===== src/hw/rtl/tksel_pkg.sv =====
// Shared types and constants for the top-k score selector.
// No dependencies; imported by tksel_cell and top_k_score_selector.
package tksel_pkg;

  localparam int MAX_K_DEF       = 16;
  localparam int MAX_CLASSES_DEF = 1024;

  localparam int SCORE_W = 32;
  localparam int IDX_W   = 10;
  localparam int RANK_W  = 4;
  localparam int TOPK_W  = 5;

  localparam logic [TOPK_W-1:0] TOPK_RESET = TOPK_W'(1);

  typedef struct packed {
    logic                      valid;
    logic signed [SCORE_W-1:0] score;
    logic [IDX_W-1:0]          index;
  } tksel_entry_t;

  // broadcast to every cell in the chain
  typedef struct packed {
    logic                      upd;   // an item was taken: apply the k limit
    logic                      ins;   // the item is ranked
    logic                      shft;  // report: move entries one place up
    logic signed [SCORE_W-1:0] score;
    logic [IDX_W-1:0]          index;
  } tksel_ctrl_t;

  typedef enum logic {
    ST_COLLECT,
    ST_DRAIN
  } tksel_state_t;

endpackage


===== src/hw/rtl/tksel_cell.sv =====
// One place of the sorted keep list: compare, insert, shift down or up.
// Depends on tksel_pkg.
module tksel_cell
  import tksel_pkg::*;
(
  input  logic         clk,
  input  logic         rst_n,
  input  tksel_ctrl_t  ctrl,
  input  logic         en,          // this place lies below the effective k
  input  tksel_entry_t prev_ent,
  input  logic         prev_beats,
  input  tksel_entry_t next_ent,
  output tksel_entry_t ent,
  output logic         beats
);

  logic                      valid_r;
  logic                      valid_nxt;
  logic signed [SCORE_W-1:0] score_r;
  logic signed [SCORE_W-1:0] score_nxt;
  logic [IDX_W-1:0]          index_r;
  logic [IDX_W-1:0]          index_nxt;
  logic                      valid_eff;

  assign valid_eff = valid_r & en;
  // newer item wins a tie, so >=
  assign beats     = !valid_eff || (ctrl.score >= score_r);

  assign ent.valid = valid_eff;
  assign ent.score = score_r;
  assign ent.index = index_r;

  always_comb begin
    valid_nxt = valid_r;
    score_nxt = score_r;
    index_nxt = index_r;
    priority if (ctrl.shft) begin
      valid_nxt = next_ent.valid;
      score_nxt = next_ent.score;
      index_nxt = next_ent.index;
    end else if (ctrl.ins && beats && !prev_beats) begin
      valid_nxt = en;
      score_nxt = ctrl.score;
      index_nxt = ctrl.index;
    end else if (ctrl.ins && prev_beats) begin
      valid_nxt = prev_ent.valid & en;
      score_nxt = prev_ent.score;
      index_nxt = prev_ent.index;
    end else if (ctrl.upd) begin
      valid_nxt = valid_eff;
    end
  end

  always_ff @(posedge clk) begin
    if (!rst_n) begin
      valid_r <= 1'b0;
    end else begin
      valid_r <= valid_nxt;
    end
  end

  always_ff @(posedge clk) begin
    score_r <= score_nxt;
    index_r <= index_nxt;
  end

endmodule


===== src/hw/rtl/top_k_score_selector.sv =====
// Order: a score is ranked in the cycle it is taken; after the request marked last the
// drain starts and results are registered, one a cycle while the receiver is ready.
// Throughput: one score per cycle within a frame; after the last score the input
// stalls while the chain unloads its kept entries (at most the effective k).
// Reset: synchronous, active low; empties the chain, top_k returns to 1.
// Top level of the top-k selector: compare/insert chain of tksel_cell, report control.
// Depends on tksel_pkg and tksel_cell.
module top_k_score_selector
  import tksel_pkg::*;
#(
  parameter int MAX_K       = MAX_K_DEF,
  parameter int MAX_CLASSES = MAX_CLASSES_DEF
) (
  input  logic               clk,
  input  logic               rst_n,
  input  logic               cfg_wen,
  input  logic [TOPK_W-1:0]  cfg_wdata,    // top_k
  input  logic               in_tvalid,
  output logic               in_tready,
  input  logic [31:0]        in_tdata,     // score[31:0]
  input  logic               in_tlast,     // last_score
  output logic               out_tvalid,
  input  logic               out_tready,
  output logic [47:0]        out_tdata,    // class_index[9:0], best_score[41:10], rank[45:42]
  output logic               out_tuser,    // overflowed
  output logic               out_tlast     // last_result
);

  localparam int ARR_W = $clog2(MAX_CLASSES + 1);
  localparam int CNT_W = (MAX_K > 1) ? $clog2(MAX_K) : 1;

  tksel_state_t state_r, state_nxt;

  logic [TOPK_W-1:0] top_k_r;
  logic [ARR_W-1:0]  arr_cnt_r;
  logic              ovf_seen_r;
  logic [CNT_W-1:0]  rank_cnt_r;

  logic               out_valid_r;
  logic [IDX_W-1:0]   out_index_r;
  logic [SCORE_W-1:0] out_score_r;
  logic [RANK_W-1:0]  out_rank_r;
  logic               out_ovf_r;
  logic               out_last_r;

  logic        in_acc;
  logic        ovf_now;
  logic        ld;
  logic        drain_done;
  tksel_ctrl_t ctrl;

  tksel_entry_t ent_w  [MAX_K];
  tksel_entry_t next_w [MAX_K];
  tksel_entry_t prev_w [MAX_K];
  logic         beats_w [MAX_K];
  logic         pbeats_w[MAX_K];
  logic         en_w    [MAX_K];

  assign ovf_now = (arr_cnt_r == ARR_W'(MAX_CLASSES));
  assign in_acc  = in_tvalid & in_tready;

  assign ctrl.upd   = in_acc;
  assign ctrl.ins   = in_acc & !ovf_now;
  assign ctrl.shft  = ld;
  assign ctrl.score = in_tdata;
  assign ctrl.index = IDX_W'({{IDX_W{1'b0}}, arr_cnt_r});

  genvar gi;
  generate
    for (gi = 0; gi < MAX_K; gi++) begin : g_cell
      // k of zero acts as one
      assign en_w[gi] = (gi == 0) || (32'(top_k_r) > gi);

      if (gi == 0) begin : g_head
        assign prev_w[gi]   = '{valid: 1'b1, score: '0, index: '0};
        assign pbeats_w[gi] = 1'b0;
      end else begin : g_body
        assign prev_w[gi]   = ent_w[gi-1];
        assign pbeats_w[gi] = beats_w[gi-1];
      end

      if (gi == MAX_K - 1) begin : g_tail
        assign next_w[gi] = '{valid: 1'b0, score: '0, index: '0};
      end else begin : g_mid
        assign next_w[gi] = ent_w[gi+1];
      end

      tksel_cell u_cell (
        .clk        (clk),
        .rst_n      (rst_n),
        .ctrl       (ctrl),
        .en         (en_w[gi]),
        .prev_ent   (prev_w[gi]),
        .prev_beats (pbeats_w[gi]),
        .next_ent   (next_w[gi]),
        .ent        (ent_w[gi]),
        .beats      (beats_w[gi])
      );
    end
  endgenerate

  // next state
  always_comb begin
    state_nxt = state_r;
    unique case (state_r)
      ST_COLLECT: begin
        if (in_acc && in_tlast) begin
          state_nxt = ST_DRAIN;
        end
      end
      ST_DRAIN: begin
        if (drain_done) begin
          state_nxt = ST_COLLECT;
        end
      end
      default: state_nxt = ST_COLLECT;
    endcase
  end

  // outputs of the controller
  always_comb begin
    in_tready  = 1'b0;
    ld         = 1'b0;
    drain_done = 1'b0;
    unique case (state_r)
      ST_COLLECT: begin
        in_tready = 1'b1;
      end
      ST_DRAIN: begin
        ld         = ent_w[0].valid && (!out_valid_r || out_tready);
        drain_done = !ent_w[0].valid || (ld && !next_w[0].valid);
      end
      default: begin
        in_tready = 1'b0;
      end
    endcase
  end

  always_ff @(posedge clk) begin
    if (!rst_n) begin
      state_r     <= ST_COLLECT;
      top_k_r     <= TOPK_RESET;
      arr_cnt_r   <= '0;
      ovf_seen_r  <= 1'b0;
      rank_cnt_r  <= '0;
      out_valid_r <= 1'b0;
    end else begin
      state_r <= state_nxt;
      if (cfg_wen) begin
        top_k_r <= cfg_wdata;
      end
      if (in_acc) begin
        if (in_tlast) begin
          arr_cnt_r <= '0;
        end else if (!ovf_now) begin
          arr_cnt_r <= arr_cnt_r + ARR_W'(1);
        end
      end
      // flag is held through the report, cleared once the last entry is loaded for output
      if (in_acc && ovf_now) begin
        ovf_seen_r <= 1'b1;
      end else if (state_r == ST_DRAIN && drain_done) begin
        ovf_seen_r <= 1'b0;
      end
      if (in_acc && in_tlast) begin
        rank_cnt_r <= '0;
      end else if (ld) begin
        rank_cnt_r <= rank_cnt_r + CNT_W'(1);
      end
      if (ld) begin
        out_valid_r <= 1'b1;
      end else if (out_tready) begin
        out_valid_r <= 1'b0;
      end
    end
  end

  always_ff @(posedge clk) begin
    if (ld) begin
      out_index_r <= ent_w[0].index;
      out_score_r <= ent_w[0].score;
      out_rank_r  <= RANK_W'({{RANK_W{1'b0}}, rank_cnt_r});
      out_ovf_r   <= ovf_seen_r;
      out_last_r  <= !next_w[0].valid;
    end
  end

  assign out_tvalid = out_valid_r;
  assign out_tdata  = {2'b00, out_rank_r, out_score_r, out_index_r};
  assign out_tuser  = out_ovf_r;
  assign out_tlast  = out_last_r;

endmodule


===== config.mk =====
export PLATFORM = sky130hd
export DESIGN_NAME = top_k_score_selector
export DESIGN_NICKNAME = d
export VERILOG_FILES = /design/src/hw/rtl/tksel_pkg.sv /design/src/hw/rtl/tksel_cell.sv /design/src/hw/rtl/top_k_score_selector.sv
export SDC_FILE = /design/constraint.sdc
export NUM_CORES = 2
export LEC_CHECK = 0
export ABC_AREA = 1
export ABC_CLOCK_PERIOD_IN_PS = 3500
export BUFFER_PORTS_ARGS = -buffer_cell sky130_fd_sc_hd__buf_4
export CORE_AREA = 2 2 354 356
export CTS_BUF_LIST = sky130_fd_sc_hd__clkbuf_4
export DETAILED_ROUTE_END_ITERATION = 12
export DIE_AREA = 0 0 356 358
export MAX_ROUTING_LAYER = met4
export PLACE_DENSITY_LB_ADDON = 0.12
export SLEW_MARGIN = 15
export SYNTH_ARGS = -nofsm -noshare
export SYNTH_HDL_FRONTEND = slang
export SYNTH_SLANG_ARGS = --single-unit

===== constraint.sdc =====
create_clock -name clk -period 3.5 [get_ports clk]
set_input_delay 0.175 -clock clk [delete_from_list [all_inputs] [get_ports clk]]
set_output_delay 0.175 -clock clk [all_outputs]
set_load 0.02 [all_outputs]

Word level (Yosys, flattened, before mapping)
Cells that the tools add are included.
{"block": "totals", "inputBits": 43, "regBits": 759, "output_inout_bits": 52, "wordCells": 416}
{"block": "op_classes", "n_eq_ne": 2, "n_bitwise": 34, "muxes": 165, "addsub": 2, "order_cmp": 31, "reduce_logical": 123}
{"operator": "two-way mux 32 bit", "n": 46}
{"operator": ">= comparator 32 bit", "n": 16}
{"operator": "two-way mux 10 bit", "n": 46}
{"operator": "two-way mux 1 bit", "n": 70}
{"operator": "nonzero test 4 bit", "n": 14}
{"operator": "nonzero test 3 bit", "n": 15}
{"operator": "> comparator 5 x 4 -> 1 bit, second input constant", "n": 8}
{"operator": "logical AND 1 bit", "n": 36}
{"operator": "zero test 1 bit", "n": 33}
{"operator": "bitwise AND 1 bit", "n": 32}
{"operator": "two-way mux 11 bit", "n": 2}
{"operator": "> comparator 5 x 3 -> 1 bit, second input constant", "n": 4}
{"operator": "logical OR 1 bit", "n": 18}
{"operator": "adder 11 x 1 -> 11 bit, second input constant", "n": 1}
{"operator": "== test 11 bit, second input constant", "n": 1}
{"operator": "> comparator 5 x 2 -> 1 bit, second input constant", "n": 2}
{"operator": "nonzero test 2 bit", "n": 4}
{"operator": "> comparator 5 x 1 -> 1 bit, second input constant", "n": 1}
{"operator": "adder 4 x 1 -> 4 bit, second input constant", "n": 1}
{"operator": "OR reduction 2 bit", "n": 2}
{"operator": "inequality test 2 bit, second input constant", "n": 1}
{"operator": "inverter 1 bit", "n": 2}
{"operator": "case mux 1 bit (2 select lines)", "n": 1}
{"operator": "AND reduction 2 bit", "n": 1}

Logic depth before layout (Yosys ltp)
{"block": "logic_depth", "depth_word": 9, "mapped_depth": 23, "depth_no_buf": 21}

By module
Synthesis repeated with hierarchy kept, for this count alone.
{"block": "hier_totals", "hier_cells": 7284, "area_unflattened_um2": 55081.6}
{"module": "tksel_cell at g_cell[0].u_cell ...", "area_each_um2": 3269.4, "seq_area_each_um2": 1281.2, "instances": 15, "cells_per_inst": 439}
{"module": "tksel_cell at g_cell[14].u_cell", "area_each_um2": 3264.4, "seq_area_each_um2": 1281.2, "instances": 1, "cells_per_inst": 441}
{"module": "top_k_score_selector", "area_each_um2": 2776.4, "seq_area_each_um2": 1901.8, "instances": 1, "cells_per_inst": 258}

Worst setup path before layout
OpenSTA, ideal clock, no wires.
{"block": "synth_path", "kind": "register to register", "startpoint": "register g_cell[1].u_cell.score_r[31]", "endpoint": "register g_cell[1].u_cell.index_r[0] (enable)", "synth_period_minus_slack_ps": 3585, "stages_incl_launch_ff": 14, "n_path_buf": 2, "setup_time_ps": 652, "arrival_time_ps": 2933, "t_required_ps": 2848, "setup_slack_ps": -85, "cell_sequence": "edfxtp_1 -> inv_1 -> ha_1 -> nand2_1 -> nor2_1 -> nand2_1 -> nor3_1 -> nand2_1 -> nand3_1 -> nand3_1 -> nand3_1 -> buf_4 -> buf_4 -> nand3_1"}
{"block": "synth_via", "elab_chain_cells": 5}
{"element": "from (decl)", "line": "tksel_cell.sv:19", "rtl": "logic signed [SCORE_W-1:0] score_r;"}
{"element": "from (signal assigned)", "line": "tksel_cell.sv:63", "rtl": "score_r <= score_nxt;"}
{"element": ">= comparator 32 bit", "line": "tksel_cell.sv:27", "rtl": "assign beats = !valid_eff || (ctrl.score >= score_r);"}
{"element": "logical OR 1 bit", "line": "tksel_cell.sv:27"}
{"element": "logical AND 1 bit (2 in series)", "line": "tksel_cell.sv:41", "rtl": "end else if (ctrl.ins && beats && !prev_beats) begin"}
{"element": "nonzero test 3 bit (no source line)"}
{"element": "to (signal assigned)", "line": "tksel_cell.sv:64", "rtl": "index_r <= index_nxt;"}
{"element": "to (decl)", "line": "tksel_cell.sv:21", "rtl": "logic [IDX_W-1:0] index_r;"}
No other way between the ends.
A chain may end at the register's enable or synchronous reset.

Worst setup path after layout
{"block": "layout_path", "startpoint": "register g_cell[13].u_cell.score_r[26]", "endpoint": "register g_cell[13].u_cell.score_r[6], data pin"}
{"block": "layout_via", "elab_chain_cells": 6}
{"element": "from (decl)", "line": "tksel_cell.sv:19"}
{"element": "from (signal assigned)", "line": "tksel_cell.sv:63"}
{"element": ">= comparator 32 bit", "line": "tksel_cell.sv:27"}
{"element": "logical OR 1 bit", "line": "tksel_cell.sv:27"}
{"element": "logical AND 1 bit (2 in series)", "line": "tksel_cell.sv:41"}
{"element": "two-way mux 32 bit", "line": "tksel_cell.sv:41"}
{"element": "two-way mux 32 bit", "line": "tksel_cell.sv:37", "rtl": "priority if (ctrl.shft) begin"}
{"element": "net g_cell[13].u_cell.score_nxt[6]", "line": "tksel_cell.sv:20", "rtl": "logic signed [SCORE_W-1:0] score_nxt;"}
The timed path passes the listed nets, and every way through them passes these cells.

==> run metrics <==
Final Wtd Congestion=0.891; run status=finished clean; fin. max-slew vios=0; share of cells above drive strength 1=0.102; cells along the critical path=inv_1, ha_1, nand2_1, nor2_1, nand2_2, nor4_4, nand4_1, and2_4, nand3_4, nand3_4, buf_12, o21ai_0, o21ai_0; drt wl/cell=19.8 um; Post-Syn Area=50300 um^2; initial antenna violation count=7; combinational share of power=0.254; clk_lat worst skew=1270 ps; die area=127000 um^2; CP Class=reg2reg; total power=28.2 mW; measured slew at the worst slew-check pin=1020 ps; DR vias/cell=5.42; commonest non-fill, non-tap cell in the layout=o21ai_0; Root Driver=clkbuf_4; Die Width=356 um; H-Tree Depth=4; Initial Util=0.408; Clk network pwr share=0.320; EDFF count, synth=678; synth warn=0; synthesized flop and latch total=759; register area share after synthesis=0.437; Psw=9.39 mW; Die Ht=358 um; Post-synth ARST share=0; DRC=0; core area=123000 um^2; Core Rows=129; 1st-iter DRT viols=4407; port bufs=92; Crit-path slowest cell=edfxtp_1; Sequential Power Share=0.427; CTS tree=done; Final period util=0.968; Required @ worst endpoint=4440 ps; GR Util All Layers=0.254; Final HPWL DP=114 mm; Area Overhead vs Synth=13.0%; Design Area, Final=56800 um^2; setup-violating endpoint count in the final report=0; CP Capture Type=register; Cells after Synth=6066; Worst VDD drop=0.347 mV; Rel. slew slack=0.316; final WL=159 mm; vias in the first global route=40100; gr ovfl total=0; PwrDens=496 nW/um^2; commonest cells after routing, fill and taps aside=o21ai_0 (1168), inv_1 (905), nand2_1 (833), a21oi_1 (781), edfxtp_1 (678); Clock Tree Buf Depth=3; critical path peak fanout=40; pre-CTS setup slack=-114 ps; Int Pwr=18.8 mW; Nets=6785; pin count of the biggest net entering global routing=197; critical path's largest stage delay=370 ps; unique cell type count in the Yosys netlist=46; CP bufs+invs=2; placed cell areas=53100 um^2; Leakage=25.2 nW; CTS buffer count=221; CP arrival=4330 ps; Tmin final=3390 ps; HP Class=in2reg; global-route wire length before repair=244 mm; Switching Share=0.333; crit-path leading delay family=simple AND/OR/NAND/NOR gates; unrepaired setup endpoints after global routing=false; IO Count=95; first drt pass iteration count=7; max frequency=295 MHz; clk slew on worst S/H paths=70 ps; Final ANT Viol Nets=0; via count=43700; max_cap viols=0; skew final=114 ps; final hold violation count=0; clk sink count=759; Startpoint Class=register; post-synthesis average cell area=8.29 um^2; Top FF cell, synth=edfxtp_1; Setup WS post-layout=110 ps
path summary, 6_finish.rpt:
check	start	endpoint	slack, ps	cells past startpoint
max	g_cell[13].u_cell.score_r[26]	g_cell[13].u_cell.score_r[6]	110	13
min	in_tdata[25]	g_cell[13].u_cell.score_r[25]	140	4
max reg2reg	g_cell[13].u_cell.score_r[26]	g_cell[13].u_cell.score_r[6]	110	13
min reg2reg	rank_cnt_r[3]	out_rank_r[3]	430	0
per-stage QoR:
stage	hold WS [ps]	cells	TNS (ps)	util
floorplan	286	6067	0	-
global placement	403	7569	-99.0	0.430
detailed placement	406	7569	-283	0.430
CTS	2.08	8049	0	0.461
global route	111	8051	0	0.461
finish	141	8054	0	0.461
cell usage after synthesis, types with 3 or more instances:
library cell,instances,area share
buf_1,24,0.0018
nor2_1,221,0.017
o21a_1,23,0.0034
nor3_1,48,0.0048
a21oi_2,4,0.00070
o21ai_0,1169,0.12
clkbuf_2,3,0.00030
buf_6,9,0.0020
a21oi_1,781,0.078
buf_2,69,0.0069
edfxtp_1,678,0.41
inv_2,14,0.0010
a21o_1,16,0.0024
ha_1,515,0.13
o22ai_1,53,0.0066
nand4_1,44,0.0055
nor4_1,3,0.00037
inv_1,906,0.068
nand3b_1,8,0.0012
o211ai_1,43,0.0064
o21ai_1,115,0.011
clkbuf_1,229,0.017
nor2_2,8,0.0010
nand2_2,4,0.00050
nand2_1,844,0.063
nand3_1,107,0.011
buf_4,13,0.0019
nor4_2,9,0.0022
dfxtp_1,81,0.032
nand3_2,5,0.0010
logic make-up after synthesis:
logic type,synth area share
XOR/XNOR,0.000349
AND/OR/NAND/NOR,0.109
adder cells (fa/ha/maj),0.128
other,0.0000746
flip-flops,0.437
buffers and inverters,0.0988
AO/OA/AOI/OAI,0.226
per-layer routing:
metal / vias up / track usage / part of all wire
met3: 221 / 0.0423 / 0.072
met4: 0 / 0.0687 / 0.022
met5: - / - / 0
met2: 1520 / 0.331 / 0.39
li1: 21500 / - / -
met1: 20500 / 0.395 / 0.52
timing repair:
| item | CTS | global route |
|---|---|---|
| hold buffers | 72 | 0 |
| pin swaps | 1 | 1 |
| endpoints found under the hold margin | 555 | 0 |
| setup endpoints to repair | 3 | 3 |
| resized for setup | 1 | 4 |
| buffers inserted | 0 | 0 |
power groups by stage:
stage | clock [mW] | combinational, mW | sequential (mW)
2_1_floorplan | 0 | 4.72 | 12.1
3_3_place_gp | 0 | 6.81 | 12.2
3_5_place_dp | 0 | 6.96 | 12.2
4_1_cts | 9.28 | 7.08 | 12.0
5_1_grt | 9.72 | 8.20 | 12.2
6_report | 9.01 | 7.16 | 12.0
worst register-to-register path: stages (launching register included):
cell and delay, ps:
edfxtp_1 370, inv_1 100, ha_1 280, nand2_1 60, nor2_1 200, nand2_2 140
nor4_4 290, nand4_1 370, and2_4 270, nand3_4 150, nand3_4 180, buf_12 230
o21ai_0 290, o21ai_0 140
cell type report:
class / instances / area, um^2
Timing Repair Buffer: 284 / 2800
Clock buffer: 341 / 2560
Clock inverter: 67 / 427
Sequential cell: 759 / 22000
Inverter: 921 / 3460
Tap cell: 1637 / 2050
Antenna cell: 5 / 12.5
Multi-Input combinational cell: 4040 / 23500
Fill cell: 12300 / 66500
registers in the layout, indices dropped and copies added, names as in the netlist:
| name | count |
|---|---|
| ovf_seen_r | 1 |
| g_cell.u_cell.score_r | 512 |
| out_index_r | 10 |
| top_k_r | 5 |
| out_score_r | 32 |
| out_rank_r | 4 |
| out_tvalid | 1 |
| arr_cnt_r | 11 |
| out_tlast | 1 |
| g_cell.u_cell.valid_r | 16 |
| state_r | 1 |
| rank_cnt_r | 4 |
| out_tuser | 1 |
| g_cell.u_cell.index_r | 160 |
No activity file was read; power rests on OpenSTA's default activity.
